`config.mk`:
```
export PLATFORM = sky130hd
export DESIGN_NAME = x86_subset_instruction_decoder_top
export DESIGN_NICKNAME = d
export VERILOG_FILES = /design/src/design/xsd_pkg.sv /design/src/design/xsd_decode.sv /design/src/design/x86_subset_instruction_decoder_top.sv
export SDC_FILE = /design/constraint.sdc
export NUM_CORES = 1
export LEC_CHECK = 0
export BUFFER_PORTS_ARGS = -buffer_cell sky130_fd_sc_hd__buf_4
export CAP_MARGIN = 20
export CORE_MARGIN = 1
export CORE_UTILIZATION = 40
export CTS_CLUSTER_DIAMETER = 40
export DETAILED_ROUTE_END_ITERATION = 16
export GPL_ROUTABILITY_DRIVEN = 0
export PLACE_DENSITY = 0.65
export SLEW_MARGIN = 20
export SYNTH_ARGS = -nofsm -noshare
export SYNTH_HDL_FRONTEND = slang
export SYNTH_SLANG_ARGS = --single-unit
```
`constraint.sdc`:
```
create_clock -name i_clk -period 6 [get_ports i_clk]
set_input_delay 1.2 -clock i_clk [delete_from_list [all_inputs] [get_ports i_clk]]
set_output_delay 1.2 -clock i_clk [all_outputs]
set_load 0.005 [all_outputs]
```
`src/design/xsd_pkg.sv`:
```
// Package for the x86 subset instruction decoder.
// Request and result types, operation codes and opcode byte constants.
// No dependencies.
package xsd_pkg;

    typedef struct packed {
        logic [31:0] address;
        logic [63:0] instruction_bytes;
    } t_dec_req;

    typedef struct packed {
        logic              decode_error;
        logic [4:0]        operation;
        logic signed [3:0] dest_register;
        logic signed [3:0] source_register;
        logic [31:0]       immediate;
        logic [3:0]        length;
        logic              modrm_present;
        logic [2:0]        modrm_reg_field;
        logic [2:0]        modrm_rm_field;
    } t_dec_res;

    localparam logic [4:0] OP_NOP    = 5'd0;
    localparam logic [4:0] OP_HLT    = 5'd1;
    localparam logic [4:0] OP_IN     = 5'd2;
    localparam logic [4:0] OP_OUT    = 5'd3;
    localparam logic [4:0] OP_JMP    = 5'd4;
    localparam logic [4:0] OP_RET    = 5'd5;
    localparam logic [4:0] OP_INT    = 5'd6;
    localparam logic [4:0] OP_IRET   = 5'd7;
    localparam logic [4:0] OP_STOSB  = 5'd8;
    localparam logic [4:0] OP_CMP    = 5'd9;
    localparam logic [4:0] OP_TEST   = 5'd10;
    localparam logic [4:0] OP_JZ     = 5'd11;
    localparam logic [4:0] OP_JNZ    = 5'd12;
    localparam logic [4:0] OP_ADD    = 5'd13;
    localparam logic [4:0] OP_SUB    = 5'd14;
    localparam logic [4:0] OP_INC    = 5'd15;
    localparam logic [4:0] OP_DEC    = 5'd16;
    localparam logic [4:0] OP_MOV    = 5'd17;
    localparam logic [4:0] OP_PUSH   = 5'd18;
    localparam logic [4:0] OP_POP    = 5'd19;
    localparam logic [4:0] OP_MOV_CR = 5'd20;

    localparam logic [7:0] OPC_ADD_RM_R = 8'h01;
    localparam logic [7:0] OPC_ADD_R_RM = 8'h03;
    localparam logic [7:0] OPC_ESC      = 8'h0F;
    localparam logic [7:0] OPC_SUB_RM_R = 8'h29;
    localparam logic [7:0] OPC_SUB_R_RM = 8'h2B;
    localparam logic [7:0] OPC_CMP_AL   = 8'h3C;
    localparam logic [7:0] OPC_JZ       = 8'h74;
    localparam logic [7:0] OPC_JNZ      = 8'h75;
    localparam logic [7:0] OPC_GRP_IMM8 = 8'h83;
    localparam logic [7:0] OPC_NOP      = 8'h90;
    localparam logic [7:0] OPC_TEST_AL  = 8'hA8;
    localparam logic [7:0] OPC_STOSB    = 8'hAA;
    localparam logic [7:0] OPC_RET      = 8'hC3;
    localparam logic [7:0] OPC_INT      = 8'hCD;
    localparam logic [7:0] OPC_IRET     = 8'hCF;
    localparam logic [7:0] OPC_IN       = 8'hE4;
    localparam logic [7:0] OPC_OUT      = 8'hE6;
    localparam logic [7:0] OPC_JMP      = 8'hEB;
    localparam logic [7:0] OPC_HLT      = 8'hF4;
    localparam logic [7:0] OPC2_MOV_FROM_CR = 8'h20;
    localparam logic [7:0] OPC2_MOV_TO_CR   = 8'h22;

    localparam logic [7:0] OPC_INC_BASE   = 8'h40;
    localparam logic [7:0] OPC_DEC_BASE   = 8'h48;
    localparam logic [7:0] OPC_PUSH_BASE  = 8'h50;
    localparam logic [7:0] OPC_POP_BASE   = 8'h58;
    localparam logic [7:0] OPC_MOV8_BASE  = 8'hB0;
    localparam logic [7:0] OPC_MOV32_BASE = 8'hB8;

    localparam logic [2:0] GRP_REG_ADD = 3'd0;
    localparam logic [2:0] GRP_REG_SUB = 3'd5;
    localparam logic [1:0] MOD_REG     = 2'b11;

    localparam logic signed [3:0] REG_NONE = 4'sb1111;
    localparam logic signed [3:0] REG_AL   = 4'sb0000;

    localparam logic [1:0] CFG_ADDR_MEM_SIZE = 2'd0;

endpackage

```
`src/design/xsd_decode.sv`:
```
// Combinational decode of one instruction window against the memory size.
// Depends on xsd_pkg.
module xsd_decode (
    input  xsd_pkg::t_dec_req i_req,
    input  logic [31:0]       i_mem_size,
    output xsd_pkg::t_dec_res o_res
);
    import xsd_pkg::*;

    logic [32:0] room_full;
    logic [31:0] room;
    logic        base_ok;
    logic [7:0]  b0, b1, b2, b3, b4;
    logic        modrm1_ok, modrm2_ok;
    logic [1:0]  mod1;
    logic [2:0]  reg1, rm1;

    assign room_full = {1'b0, i_mem_size} - {1'b0, i_req.address};
    assign room      = room_full[31:0];
    assign base_ok   = !room_full[32] && (room != 32'd0) && (i_mem_size >= 32'd2);

    assign b0 = i_req.instruction_bytes[7:0];
    assign b1 = (room > 32'd1) ? i_req.instruction_bytes[15:8]  : 8'h00;
    assign b2 = (room > 32'd2) ? i_req.instruction_bytes[23:16] : 8'h00;
    assign b3 = (room > 32'd3) ? i_req.instruction_bytes[31:24] : 8'h00;
    assign b4 = (room > 32'd4) ? i_req.instruction_bytes[39:32] : 8'h00;

    assign modrm1_ok = room >= 32'd7;
    assign modrm2_ok = room >= 32'd8;
    assign mod1 = b1[7:6];
    assign reg1 = b1[5:3];
    assign rm1  = b1[2:0];

    always_comb begin
        o_res.decode_error    = 1'b1;
        o_res.operation       = OP_NOP;
        o_res.dest_register   = REG_NONE;
        o_res.source_register = REG_NONE;
        o_res.immediate       = 32'd0;
        o_res.length          = 4'd1;
        o_res.modrm_present   = 1'b0;
        o_res.modrm_reg_field = 3'd0;
        o_res.modrm_rm_field  = 3'd0;
        if (base_ok) begin
            unique case (b0) inside
                OPC_ESC: begin
                    if ((b1 == OPC2_MOV_FROM_CR || b1 == OPC2_MOV_TO_CR) && modrm2_ok
                        && b2[7:6] == MOD_REG) begin
                        o_res.decode_error    = 1'b0;
                        o_res.operation       = OP_MOV_CR;
                        o_res.dest_register   = {1'b0, b2[5:3]};
                        o_res.source_register = {1'b0, b2[2:0]};
                        o_res.immediate       = {31'd0, b1 == OPC2_MOV_TO_CR};
                        o_res.length          = 4'd3;
                        o_res.modrm_present   = 1'b1;
                        o_res.modrm_reg_field = b2[5:3];
                        o_res.modrm_rm_field  = b2[2:0];
                    end
                end
                OPC_NOP, OPC_HLT, OPC_RET, OPC_IRET, OPC_STOSB: begin
                    o_res.decode_error = 1'b0;
                    unique case (b0)
                        OPC_NOP:  o_res.operation = OP_NOP;
                        OPC_HLT:  o_res.operation = OP_HLT;
                        OPC_RET:  o_res.operation = OP_RET;
                        OPC_IRET: o_res.operation = OP_IRET;
                        default:  o_res.operation = OP_STOSB;
                    endcase
                end
                OPC_IN, OPC_OUT, OPC_INT: begin
                    o_res.decode_error = 1'b0;
                    o_res.immediate    = {24'd0, b1};
                    o_res.length       = 4'd2;
                    unique case (b0)
                        OPC_IN:  o_res.operation = OP_IN;
                        OPC_OUT: o_res.operation = OP_OUT;
                        default: o_res.operation = OP_INT;
                    endcase
                end
                OPC_CMP_AL, OPC_TEST_AL: begin
                    o_res.decode_error  = 1'b0;
                    o_res.operation     = (b0 == OPC_CMP_AL) ? OP_CMP : OP_TEST;
                    o_res.dest_register = REG_AL;
                    o_res.immediate     = {24'd0, b1};
                    o_res.length        = 4'd2;
                end
                OPC_JMP, OPC_JZ, OPC_JNZ: begin
                    o_res.decode_error = 1'b0;
                    o_res.immediate    = {{24{b1[7]}}, b1};
                    o_res.length       = 4'd2;
                    unique case (b0)
                        OPC_JMP: o_res.operation = OP_JMP;
                        OPC_JZ:  o_res.operation = OP_JZ;
                        default: o_res.operation = OP_JNZ;
                    endcase
                end
                OPC_ADD_RM_R, OPC_ADD_R_RM, OPC_SUB_RM_R, OPC_SUB_R_RM, OPC_GRP_IMM8: begin
                    if (modrm1_ok && mod1 == MOD_REG) begin
                        if (b0 == OPC_GRP_IMM8) begin
                            if (reg1 == GRP_REG_ADD || reg1 == GRP_REG_SUB) begin
                                o_res.decode_error  = 1'b0;
                                o_res.operation     = (reg1 == GRP_REG_ADD) ? OP_ADD : OP_SUB;
                                o_res.dest_register = {1'b0, rm1};
                                o_res.immediate     = {{24{b2[7]}}, b2};
                                o_res.length        = 4'd3;
                            end
                        end else begin
                            o_res.decode_error = 1'b0;
                            o_res.operation    = (b0 == OPC_ADD_RM_R || b0 == OPC_ADD_R_RM)
                                                 ? OP_ADD : OP_SUB;
                            o_res.length       = 4'd2;
                            if (b0 == OPC_ADD_RM_R || b0 == OPC_SUB_RM_R) begin
                                o_res.dest_register   = {1'b0, rm1};
                                o_res.source_register = {1'b0, reg1};
                            end else begin
                                o_res.dest_register   = {1'b0, reg1};
                                o_res.source_register = {1'b0, rm1};
                            end
                        end
                        if (!o_res.decode_error) begin
                            o_res.modrm_present   = 1'b1;
                            o_res.modrm_reg_field = reg1;
                            o_res.modrm_rm_field  = rm1;
                        end
                    end
                end
                [OPC_INC_BASE:OPC_INC_BASE + 8'd7]: begin
                    o_res.decode_error  = 1'b0;
                    o_res.operation     = OP_INC;
                    o_res.dest_register = {1'b0, b0[2:0]};
                end
                [OPC_DEC_BASE:OPC_DEC_BASE + 8'd7]: begin
                    o_res.decode_error  = 1'b0;
                    o_res.operation     = OP_DEC;
                    o_res.dest_register = {1'b0, b0[2:0]};
                end
                [OPC_PUSH_BASE:OPC_PUSH_BASE + 8'd7]: begin
                    o_res.decode_error  = 1'b0;
                    o_res.operation     = OP_PUSH;
                    o_res.dest_register = {1'b0, b0[2:0]};
                end
                [OPC_POP_BASE:OPC_POP_BASE + 8'd7]: begin
                    o_res.decode_error  = 1'b0;
                    o_res.operation     = OP_POP;
                    o_res.dest_register = {1'b0, b0[2:0]};
                end
                [OPC_MOV8_BASE:OPC_MOV8_BASE + 8'd7]: begin
                    o_res.decode_error  = 1'b0;
                    o_res.operation     = OP_MOV;
                    o_res.dest_register = {1'b0, b0[2:0]};
                    o_res.immediate     = {24'd0, b1};
                    o_res.length        = 4'd2;
                end
                [OPC_MOV32_BASE:OPC_MOV32_BASE + 8'd7]: begin
                    o_res.decode_error  = 1'b0;
                    o_res.operation     = OP_MOV;
                    o_res.dest_register = {1'b0, b0[2:0]};
                    o_res.immediate     = {b4, b3, b2, b1};
                    o_res.length        = 4'd5;
                end
                default: begin
                    o_res.decode_error = 1'b1;
                end
            endcase
        end
    end

endmodule

```
`src/design/x86_subset_instruction_decoder_top.sv`:
```
// Top level of the x86 subset instruction decoder: request and result
// channels, the memory size register and the two pipeline registers.
// Depends on xsd_pkg and xsd_decode.
//
// Usage:
//   A request carries an instruction address and the eight memory bytes from
//   that address. It is taken when i_in_valid is high and o_in_stall is low.
//   Each request gives exactly one result on o_out_res, taken when
//   o_out_valid is high and i_out_stall is low.
//   A request passes through the request register, then the decode logic
//   loads the result register.
//   Throughput is one request per cycle while the receiver does not stall,
//   set by the single decode pass between the two registers.
//   Reset clears both valid flags and sets the memory size to zero, so every
//   request decodes as an error until the size is written over the APB port.
//   While the receiver stalls, the result holds and one more request may sit
//   in the request register; o_in_stall then rises until the result drains.
//   Write the memory size only while no request is in flight.
module x86_subset_instruction_decoder_top (
    input  logic              i_clk,
    input  logic              i_rst_n,
    input  logic              i_in_valid,
    output logic              o_in_stall,
    input  xsd_pkg::t_dec_req i_in_req,
    output logic              o_out_valid,
    input  logic              i_out_stall,
    output xsd_pkg::t_dec_res o_out_res,
    input  logic              psel,
    input  logic              penable,
    input  logic              pwrite,
    input  logic [1:0]        paddr,
    input  logic [31:0]       pwdata,
    output logic [31:0]       prdata,
    output logic              pready
);
    import xsd_pkg::*;

    logic        r_in_valid;
    t_dec_req    r_in_req;
    logic        r_out_valid;
    t_dec_res    r_out_res;
    logic [31:0] r_mem_size;
    t_dec_res    n_out_res;
    logic        out_load;
    logic        in_load;

    xsd_decode u_decode (
        .i_req      (r_in_req),
        .i_mem_size (r_mem_size),
        .o_res      (n_out_res)
    );

    assign out_load   = !r_out_valid || !i_out_stall;
    assign o_in_stall = r_in_valid && !out_load;
    assign in_load    = i_in_valid && !o_in_stall;

    always_ff @(posedge i_clk) begin
        if (!i_rst_n) begin
            r_in_valid  <= 1'b0;
            r_out_valid <= 1'b0;
        end else begin
            if (in_load || out_load) begin
                r_in_valid <= in_load;
            end
            if (out_load) begin
                r_out_valid <= r_in_valid;
            end
        end
    end

    always_ff @(posedge i_clk) begin
        if (in_load) begin
            r_in_req <= i_in_req;
        end
        if (out_load && r_in_valid) begin
            r_out_res <= n_out_res;
        end
    end

    always_ff @(posedge i_clk) begin
        if (!i_rst_n) begin
            r_mem_size <= 32'd0;
        end else if (psel && penable && pwrite && paddr == CFG_ADDR_MEM_SIZE) begin
            r_mem_size <= pwdata;
        end
    end

    assign pready      = 1'b1;
    assign prdata      = (paddr == CFG_ADDR_MEM_SIZE) ? r_mem_size : 32'd0;
    assign o_out_valid = r_out_valid;
    assign o_out_res   = r_out_res;

    a_err_shape: assert property (@(posedge i_clk) disable iff (!i_rst_n)
        o_out_valid && o_out_res.decode_error |->
            o_out_res.length == 4'd1 && o_out_res.operation == OP_NOP
            && o_out_res.immediate == 32'd0 && !o_out_res.modrm_present)
        else $error("error result not in canonical form");

    a_modrm_zero: assert property (@(posedge i_clk) disable iff (!i_rst_n)
        o_out_valid && !o_out_res.modrm_present |->
            o_out_res.modrm_reg_field == 3'd0 && o_out_res.modrm_rm_field == 3'd0)
        else $error("modrm fields set without modrm byte");

    a_cr_form: assert property (@(posedge i_clk) disable iff (!i_rst_n)
        o_out_valid && o_out_res.operation == OP_MOV_CR && !o_out_res.decode_error |->
            o_out_res.modrm_present && o_out_res.length == 4'd3)
        else $error("control register move with wrong form");

    a_advance: assert property (@(posedge i_clk) disable iff (!i_rst_n)
        r_in_valid && out_load |=> o_out_valid)
        else $error("pending request did not reach result register");

    a_no_overrun: assert property (@(posedge i_clk) disable iff (!i_rst_n)
        r_in_valid && r_out_valid && i_out_stall |-> o_in_stall)
        else $error("request accepted with full pipeline");

endmodule
```
# == After elaboration in Yosys (flattened, before gate mapping) ==
# Cells that the tools add are included.
# totals
output_inout_bits,92
reg_bits,163
latchBits,0
wordCells,128
inputBits,137
romBits,0
memories,0
ramBits,0
# op_classes
n_shift,0
eq_ne,24
multipliers,0
n_bitwise,0
n_mux,30
addsub,1
reduce_logical,40
order_cmp,19
div_mod_pow,0
# op_table
cell,n
$pmux W36 S5,1
$mux W57,2
$eq A8 B8 Y1 const B,11
$gt A32 B2 Y1 const B,2
$mux W32,2
$pmux W5 S11,1
$mux W10,5
$eq A8 B6 Y1 const B,5
$mux W36,1
$sub A32 B32 Y33,1
$ge A32 B2 Y1 const B,1
$ge A32 B3 Y1 const B,1
$ge A32 B4 Y1 const B,1
$ge A8 B7 Y1 const B,4
$gt A32 B1 Y1 const B,1
$gt A32 B3 Y1 const B,1
$le A8 B7 Y1 const B,4
$mux W8,4
$pmux W4 S4,2
$reduce_bool A32 Y1,1
$reduce_or A19 Y1,1
$logic_and A1 B1 Y1,17
$eq A8 B7 Y1 const B,2
$ge A8 B8 Y1 const B,2
other kinds (21),41

# == Depth between registers and ports, before layout ==
# Gate-level depths: netlist (run 1).
# depth
word_depth,13
depth_mapped,17

# == Modules after synthesis ==
# Synthesis (run 1) repeated with hierarchy kept, for this count alone.
# hier_totals
hier_cells,938
area_unflattened_um2,10109.7
# modules_own_cells
module,instances,cells_per_inst,area_per_inst_um2
x86_subset_instruction_decoder_top,1,339,6223.5
xsd_decode,1,599,3886.2

# == Worst setup path before layout (run 1) ==
# Ideal clock, no wire load.
# synth_path
path_kind,input port to flip-flop
start,in i_out_stall
end,"reg r_out_res, in the netlist o_out_res[0], enable pin"
setup_ns,0.555
path_slack_ns,0.149
cell_stages,1
n_path_buf,0
arrival_time_ns,5.296
required_ns,5.445
cell_sequence,a21boi_0
# synth_between
elab_chain_len,3
# synth_lines
item,line,rtl
start: declaration,x86_subset_instruction_decoder_top.sv:26,"input logic i_out_stall,"
$logic_not A1 Y1,x86_subset_instruction_decoder_top.sv:53,assign out_load = !r_out_valid || !i_out_stall;
$logic_or A1 B1 Y1,x86_subset_instruction_decoder_top.sv:53,
$logic_and A1 B1 Y1,x86_subset_instruction_decoder_top.sv:75,if (out_load && r_in_valid) begin
end signal: assignment,x86_subset_instruction_decoder_top.sv:76,r_out_res <= n_out_res;
end: declaration,x86_subset_instruction_decoder_top.sv:41,t_dec_res r_out_res;
# Every way passes these cells.
# A chain may end at the register's enable or synchronous reset.

# == Worst setup path after layout (run 1) ==
# layout_path
start,reg r_mem_size[2]
end,"reg r_out_res, in the netlist o_out_res[14] (data pin)"
# layout_between
elab_chain_len,9
word_cells_on_any_way,20
# layout_lines
item,line,rtl
start: declaration,x86_subset_instruction_decoder_top.sv:42,logic [31:0] r_mem_size;
start signal: assignment,x86_subset_instruction_decoder_top.sv:84,r_mem_size <= pwdata;
$sub A32 B32 Y33,xsd_decode.sv:18,"assign room_full = {1'b0, i_mem_size} - {1'b0, i_req.address};"
$gt A32 B1 Y1,xsd_decode.sv:23,assign b1 = (room > 32'd1) ? i_req.instruction_bytes[15:8] : 8'h00;
$mux W8,xsd_decode.sv:23,
$eq A3 B3 Y1 or $logic_not A3 Y1 (tied branches),xsd_decode.sv:100,if (reg1 == GRP_REG_ADD || reg1 == GRP_REG_SUB) begin
$logic_or A1 B1 Y1,xsd_decode.sv:100,
$mux W36,xsd_decode.sv:100,
$mux W32,xsd_decode.sv:99,if (b0 == OPC_GRP_IMM8) begin
$mux W57,xsd_decode.sv:98,if (modrm1_ok && mod1 == MOD_REG) begin
$pmux W36 S5,xsd_decode.sv:45,unique case (b0) inside
# Several ways; a longest one is shown, not always the timed one.

==> flow_summary.toml, run 1 <==
[route]
wire_per_inst_um = 17.3
drtIter0Drc = 625
wl_met1_um = 10500
ant_nets = 0
first_pass_iters = 5
drc = 0
wl_met2_um = 11600
met3WireLength_um = 1570
vias_per_cell = 5.53
drt-total-wl_um = 24000
top_layer_used = "met4"
vias = 7682

[pwr]
pwr-share-clk = 0.411
power_density_nw_per_um2 = 230
p_sw_frac = 0.262
p_leak_nw = 4.67
p_int_w = 0.00194
vdd_ir_drop_max_mv = 0.153
power.switching_w = 0.000690
seqPwrFrac = 0.491
total_power_w = 0.00263
combPwrFrac = 0.098

[setup_path]
cp.arrival_ns = 5.32
cp_slowest_cell = "nor2_2"
slowest_delay_ns = 0.88
crit_type = "reg2reg"
cp-end-kind = "flip-flop"
worstPathRequired_ns = 6.30
crit_fanout = 26
crit_chain = "ha_1, nor2_1, a211oi_1, o21ai_0, a211oi_1, a211oi_1, nand4b_1, mux2i_1, nor2_1, a41o_1, nor2_2, and3_4, a22o_1"
crit_top_cell = "a211oi_1"
crit_path_start_kind = "flip-flop"

[timing]
finalCritPeriodShare = 0.836
maxSlewViolCount = 0
setup_tns_ns = 0
rsz0062_at_grt = "no"
finalHoldViolations = 0
whs_ns = 0.464
slew-limit-headroom = 0.293
finalSetupViolations = 0
max_slew.worst_pin.slew_ns = 1.06
fmax_ghz = 0.199
clock_skew_ns = 0.0150
period_minus_slack_ns = 5.02

[finish]
final_nets = 1266
multi_input_area_um2 = 4230
drive_above_1_share = 0.239
final_util = 0.518
ff_latch_area_um2 = 4520
fillers = 2016
syn_to_final_growth_pct = 25.7
diodes = 0

[clocking]
cts_buffer_depth = 2
clockRootBuffer = "clkbuf_16"
clock-sinks = 162
cts_setup_buffers = 0
cts.hold.buffers_added = 0
cts_tree = "done"
htreeDepth = 4
cts_resized = 0
insertion_delay_ns = 0.43
clk_pin_slew_ns = 0.07
numCtsBuffers = 17

[floorplan]
chipWidth_um = 153
rows = 54
pin_count = 229
die_y_um = 153
core_area_um2 = 22100
dieArea_um2 = 23400
start_util = 0.412

[synth]
synth_area_leaders = "edfxtp_1 (42%), dfxtp_1 (7.5%), nand2_1 (4.8%), ha_1 (4.4%), a21oi_1 (3.1%)"
syn_inst = 913
synthSimpleGateAreaFrac = 0.193
synth_seq_area_share = 0.497
async_flop_share = 0
synth_top_cell_area_share = 0.422
synthMuxAreaShare = 0.00440
syn_nets = 1083
synth_edf_count = 128
synth_compound_area_frac = 0.201
synth_top_area_cell = "edfxtp_1"
synth-seq-cells = 162
ys.warnings.count = 0
yosys.cell_types.count = 81
syn_avg_cell_area_um2 = 9.97
synth_flop_cell = "edfxtp_1"
synth_xor_area_frac = 0.0164
syn_area_um2 = 9100
synth_adder_area_share = 0.0462
synth_top_family_by_area = "compound AO/OA/AOI/OAI gates"

[flow_run]
cap_violations = 0

[global_routing]
antenna_found_initial = 0
globalRouteOverflowTotal = 0
grt_usage = 0.206
grt_max_degree = 57
grt_pass1_vias = 7414
grt_pass1_wl_um = 38200

[place]
place.port_buffers = 202
dp_hpwl_um = 17700

[status]
status = "finished, final reports clean"

[hold_path]
hp-class = "reg2reg"
cell usage after synthesis, types with 12 or more instances:
cell / n
edfxtp_1: 128
nand2_1: 117
a21oi_1: 57
inv_1: 47
nor2_1: 46
clkbuf_1: 39
o21a_1: 37
and2_1: 35
dfxtp_1: 34
a21boi_0: 33
ha_1: 32
and3_1: 30
o21ai_0: 29
nor3_1: 25
nand3_1: 17
nand4_1: 17
nor4_1: 15
a22o_1: 12
xor2_1: 12
kinds of logic after synthesis:
kind of cell,count (synthesis)
and+or+nand+nor,344
AOI/OAI and AO/OA,258
DFF,162
buffers and inverters,93
adders and majority gates,33
xor gates and xnor gates,17
muxes,4
other,2
metrics by stage:
step                instances  setup WS [ns]  area, um^2
global placement         1357           1.04       10900
CTS                      1389           1.01       11400
floorplan                 913          0.149        9100
global route             1389          0.570       11400
finish                   1389          0.983       11400
detailed placement       1357           1.05       10900
layout make-up:
cell class / count / area share
Sequential cell: 162 / 0.396
Multi-Input combinational cell: 658 / 0.370
Timing Repair Buffer: 210 / 0.138
Clock buffer: 17 / 0.0372
Tap cell: 280 / 0.0306
Inverter: 47 / 0.0154
Clock inverter: 15 / 0.0138
sequential cells by signal, indices dropped and copies added, names as in the netlist:
name,flops
o_out_res,56
o_out_valid,1
r_in_req,72
r_in_valid,1
r_mem_size,32
cells in the final DEF, fill, tap and decap left out, types with 15 or more instances in the layout:
cell	Yosys	final
buf_4	4	210
edfxtp_1	128	128
nand2_1	117	117
a21oi_1	57	57
inv_1	47	47
nor2_1	46	45
o21a_1	37	37
and2_1	35	35
dfxtp_1	34	34
a21boi_0	33	32
ha_1	32	32
and3_1	30	30
o21ai_0	29	29
nor3_1	25	25
nand4_1	17	17
nand3_1	17	17
clkbuf_16	0	17
nor4_1	15	15
critical path: cells and delay by family, from the launching register on:
family,cells,cell delay [ns]
adder cells (fa/ha/maj),1,0.39
multiplexers,1,0.46
AO/OA/AOI/OAI,6,1.94
flip-flops,1,0.35
AND/OR/NAND/NOR,5,1.73
final timing paths:
kind                       from            end  slack (ns)  cells after the start
setup / recovery  r_mem_size[2]  o_out_res[14]        0.98                     13
hold / removal    r_mem_size[0]  r_mem_size[0]        0.46                      2
setup reg to reg  r_mem_size[2]  o_out_res[14]        0.98                     13
hold reg to reg   r_mem_size[0]  r_mem_size[0]        0.46                      2
per-layer routing:
| metal | vias to the layer above | global-route usage |
|---|---|---|
| met3 | 26 | 0.0394 |
| met5 | - | 0 |
| met2 | 317 | 0.359 |
| li1 | 3767 | - |
| met4 | 0 | 0.0524 |
| met1 | 3572 | 0.261 |
power by group through the flow:
stage / registers (W) / logic [W] / clock network [W]
final: 0.00129 / 0.000257 / 0.00108
after global routing: 0.00130 / 0.000283 / 0.00114
after CTS: 0.00129 / 0.000258 / 0.00110
after detailed placement: 0.00132 / 0.000256 / 0
after global placement: 0.00132 / 0.000254 / 0
after floorplan: 0.00130 / 0.000143 / 0
(Power assumes the default switching activity.)
==> run 2, diff against run 1 <==
- PLACE_DENSITY: 0.65 -> not set
- clock period: 6 -> 4.8 ns (I/O delays scaled with it)
==> flow_summary.toml, run 2 (synthesis results as in run 1) <==
[status]
status = "finished, final reports clean"

[finish]
diodes = 0
largest_reg_flops = 72
final_area_um2 = 11500
final_util = 0.522
final_cell_mix = "buf_4 (214), edfxtp_1 (128), nand2_1 (117)"
syn_to_final_growth_pct = 26.8
final_nets = 1272
largest-register = "r_in_req"
drive_above_1_share = 0.245
layout_commonest_cell = "buf_4"

[floorplan]
rows = 54
start_util = 0.412
pin_count = 229
die_y_um = 153
chipWidth_um = 153
core_area_um2 = 22100
dieArea_um2 = 23400

[place]
dp_hpwl_um = 17800
post_dp_cell_area_um2 = 10900
place.port_buffers = 202

[timing]
slew-limit-headroom = 0.427
finalSetupViolations = 0
setup_tns_ns = 0
rsz0062_at_grt = "no"
finalCritPeriodShare = 0.945
fmax_ghz = 0.220
clock_skew_ns = 0.0122
period_minus_slack_ns = 4.54
finalHoldViolations = 0
maxSlewViolCount = 0
max_slew.worst_pin.slew_ns = 0.853

[flow_run]
cap_violations = 0

[hold_path]
hold_path_depth = 2
hp-class = "reg2reg"

[setup_path]
cp_num_cells = 16
reg2regPathDepth = 16
crit_type = "reg2reg"
crit_chain = "inv_1, ha_1, inv_1, fa_1, a21o_1, a221oi_4, or3_1, a21boi_1, or3_1, a221oi_1, o211ai_1, or4_4, nor3_4, nand2_1, and3_1, o21a_1"
cp.arrival_ns = 4.74
critPathTopFamily = "simple AND/OR/NAND/NOR gates"
cp-end-kind = "flip-flop"
crit_path_start_kind = "flip-flop"
crit_buf_inv = 2
cp_slowest_cell = "or4_4"
slowest_delay_ns = 0.54
worstPathRequired_ns = 5.00
crit_fanout = 8

[route]
ant_nets = 0
drtIter0Drc = 753
drt-total-wl_um = 24500
drc = 0
vias = 7734
vias_per_cell = 5.54
first_pass_iters = 5
wire_per_inst_um = 17.6

[clocking]
cts_tree = "done"
insertion_delay_ns = 0.44
cts_buffer_depth = 2
clock-sinks = 162
numCtsBuffers = 17
htreeDepth = 4
clockRootBuffer = "clkbuf_16"
clk_pin_slew_ns = 0.07
cts_setup_buffers = 0

[global_routing]
antenna_found_initial = 0
globalRouteOverflowTotal = 0
grt_max_degree = 73
grt_usage = 0.210
grt_pass1_wl_um = 38500
grt_pass1_vias = 7348

[pwr]
seqPwrFrac = 0.490
pwr-share-clk = 0.410
combPwrFrac = 0.099
total_power_w = 0.00329
power_density_nw_per_um2 = 285
power.switching_w = 0.000870
p_int_w = 0.00242
p_sw_frac = 0.264
vdd_ir_drop_max_mv = 0.218
p_leak_nw = 4.72
## run 2: stage by stage
stage / cells / setup WS, ns / hold WS, ns
final: 1395 / 0.264 / 0.481
after global routing: 1395 / 0.00470 / 0.503
after CTS: 1395 / 0.221 / 0.486
after detailed placement: 1363 / 0.261 / 0.459
after global placement: 1363 / 0.186 / 0.458
after floorplan: 913 / 0.660 / 0.443
## run 2: what timing repair did
item	in CTS	in global routing
resized for setup	0	4
hold buffers	0	0
endpoints found under the setup margin	0	30
## run 2: cell type report
cell class	instances	area, um^2
Clock buffer	17	425
Clock inverter	15	159
Fill cell	2036	10600
Inverter	47	176
Multi-Input combinational cell	658	4260
Sequential cell	162	4520
Tap cell	280	350
Timing Repair Buffer	216	1650
## run 2: path summary, 6_finish.rpt
| path | start | endpoint | slack (ns) |
|---|---|---|---|
| max | r_mem_size[0] | o_out_res[28] | 0.26 |
| max reg2reg | r_mem_size[0] | o_out_res[28] | 0.26 |
| min reg2reg | r_mem_size[0] | r_mem_size[0] | 0.48 |
| min | r_mem_size[0] | r_mem_size[0] | 0.48 |
## run 2: per-layer routing
metal	global-route usage	routed length [um]	up-vias
met3	0.0451	1670	44
met4	0.0717	501	0
li1	-	-	3785
met1	0.274	10700	3592
met2	0.345	11600	313
met5	0	0	-
## run 2: power groups by stage
stage | registers [W] | logic [W] | clock network [W]
final | 0.00162 | 0.000328 | 0.00135
after global routing | 0.00162 | 0.000359 | 0.00143
after CTS | 0.00161 | 0.000327 | 0.00138
after detailed placement | 0.00165 | 0.000325 | 0
after global placement | 0.00164 | 0.000324 | 0
after floorplan | 0.00163 | 0.000179 | 0
## run 2: worst reg2reg max path, delay by kind of cell, from the launching register on
family / cells / cell delay [ns]
AND/OR/NAND/NOR: 6 / 1.90
buffers and inverters: 2 / 0.14
AO/OA/AOI/OAI: 6 / 1.41
adder cells (fa/ha/maj): 2 / 0.54
flip-flops: 1 / 0.31
==> run 3, diff against run 2 <==
- CORE_UTILIZATION: 40 -> 50
- PLACE_DENSITY_LB_ADDON: not set -> 0.12
==> flow_summary.toml, run 3 (synthesis results as in run 1) <==
[status]
status = "complete, but fails checks"
violations = "design-rule violations"

[clocking]
clk_pin_slew_ns = 0.07
clockRootBuffer = "clkbuf_16"
cts.hold.buffers_added = 0
insertion_delay_ns = 0.44
clock-sinks = 162
htreeDepth = 4
cts_setup_buffers = 0
numCtsBuffers = 17
cts_tree = "done"
cts_buffer_depth = 2
cts_resized = 0

[route]
vias = 7856
vias_per_cell = 5.87
drt-total-wl_um = 23400
drc = 1
drtIter0Drc = 709
ant_nets = 0
wire_per_inst_um = 17.5
first_pass_iters = 11

[global_routing]
use_met1 = 0.330
grt_pass1_vias = 7156
busiest_layer = "met2"
grt_pass1_wl_um = 36700
grt_max_degree = 57
use_met3 = 0.0585
grt_usage = 0.256
gr-usage-met2 = 0.425
globalRouteOverflowTotal = 0
antenna_found_initial = 0

[setup_path]
cp-end-kind = "flip-flop"
r2r_start = "r_mem_size[0]"
crit_type = "reg2reg"
reg2reg_to = "o_out_res[42]"
reg2reg_slack_ns = 0.26
crit_fanout = 8
crit_path_start_kind = "flip-flop"
reg2regPathDepth = 16
cp.arrival_ns = 4.73
worstPathRequired_ns = 4.99

[finish]
syn_to_final_growth_pct = 25.9
diodes = 0
final_nets = 1270
largest-register = "r_in_req"
ff_latch_area_um2 = 4520
multi_input_area_um2 = 4250
drive_above_1_share = 0.243
final_cell_mix = "buf_4 (212), edfxtp_1 (128), nand2_1 (117)"
largest_reg_flops = 72
layout_commonest_cell = "buf_4"
fillers = 1451

[timing]
finalSetupViolations = 0
clock_skew_ns = 0.00985
maxSlewViolCount = 0
period_minus_slack_ns = 4.54
rsz0062_at_grt = "no"
slew-limit-headroom = 0.456
finalHoldViolations = 0
max_slew.worst_pin.slew_ns = 0.810
finalCritPeriodShare = 0.945
setup_tns_ns = 0
worst_slack_ns = 0.263
fmax_ghz = 0.220

[floorplan]
pin_count = 229
dieArea_um2 = 18700
start_util = 0.519
core_area_um2 = 17500
die_y_um = 137
rows = 48
chipWidth_um = 137

[pwr]
total_power_w = 0.00330
pwr-share-clk = 0.412
p_leak_nw = 4.71
power.switching_w = 0.000868
p_int_w = 0.00243
combPwrFrac = 0.099
vdd_ir_drop_max_mv = 0.265
seqPwrFrac = 0.490
power_density_nw_per_um2 = 288
p_sw_frac = 0.263

[place]
dp_slack_ns = 0.137
dp_hpwl_um = 17000
place.port_buffers = 202

[hold_path]
hp-class = "reg2reg"
min_to = "r_mem_size[0]"
hold_start = "r_mem_size[0]"
hold_path_depth = 2

[flow_run]
cap_violations = 0
==> run 3: power groups by stage <==
stage               sequential (W)  combinational [W]  clock (W)
floorplan                  0.00163           0.000179          0
global placement           0.00164           0.000317          0
detailed placement         0.00164           0.000320          0
CTS                        0.00161           0.000322    0.00137
global route               0.00162           0.000356    0.00143
finish                     0.00161           0.000325    0.00136
==> run 3: stage by stage <==
stage,instances,util,cell area [um^2],hold slack (ns)
after detailed placement,1306,0.618,10800,0.458
after CTS,1338,0.652,11400,0.475
after global placement,1306,0.618,10800,0.453
after floorplan,913,-,9100,0.443
after global routing,1338,0.653,11500,0.516
final,1338,0.653,11500,0.470
==> run 3: final cells by class <==
cell class              count  share of cell area
clock inverters            15              0.0145
well taps                 225              0.0246
clock buffers              17              0.0371
repair buffers            214               0.142
flip-flops and latches    162               0.395
multi-input cells         658               0.371
inverters                  47              0.0154
==> run 3: worst max-delay path, stage by stage, from the launching register on <==
cell      delay [ns]
dfxtp_1         0.31
inv_1           0.09
ha_1            0.16
inv_1           0.05
fa_1            0.44
a21o_1          0.23
a221oi_4        0.31
or3_1           0.24
a21boi_1        0.14
or3_1           0.39
a221oi_2        0.30
o211ai_1        0.18
or4_4           0.51
nor3_4          0.25
nand2b_1        0.22
and3_1          0.27
o21a_1          0.19
==> run 3: layer usage <==
metal / vias to the layer above / share of wire
met4: 0 / 0.020
met5: - / 0
met2: 377 / 0.48
li1: 3785 / -
met3: 42 / 0.077
met1: 3652 / 0.42
==> run 3: worst max-delay path by stage <==
| stage | slack [ns] | cells after the start | start | endpoint |
|---|---|---|---|---|
| after floorplan | 0.66 | 17 | r_mem_size[0] | o_out_res[12] |
| after global placement | 0.14 | 16 | r_mem_size[0] | o_out_res[52] |
| after detailed placement | 0.14 | 16 | r_mem_size[0] | o_out_res[42] |
| after CTS | 0.09 | 16 | r_mem_size[0] | o_out_res[42] |
| after global routing | 0.04 | 16 | r_mem_size[0] | o_out_res[42] |
| final | 0.26 | 16 | r_mem_size[0] | o_out_res[42] |
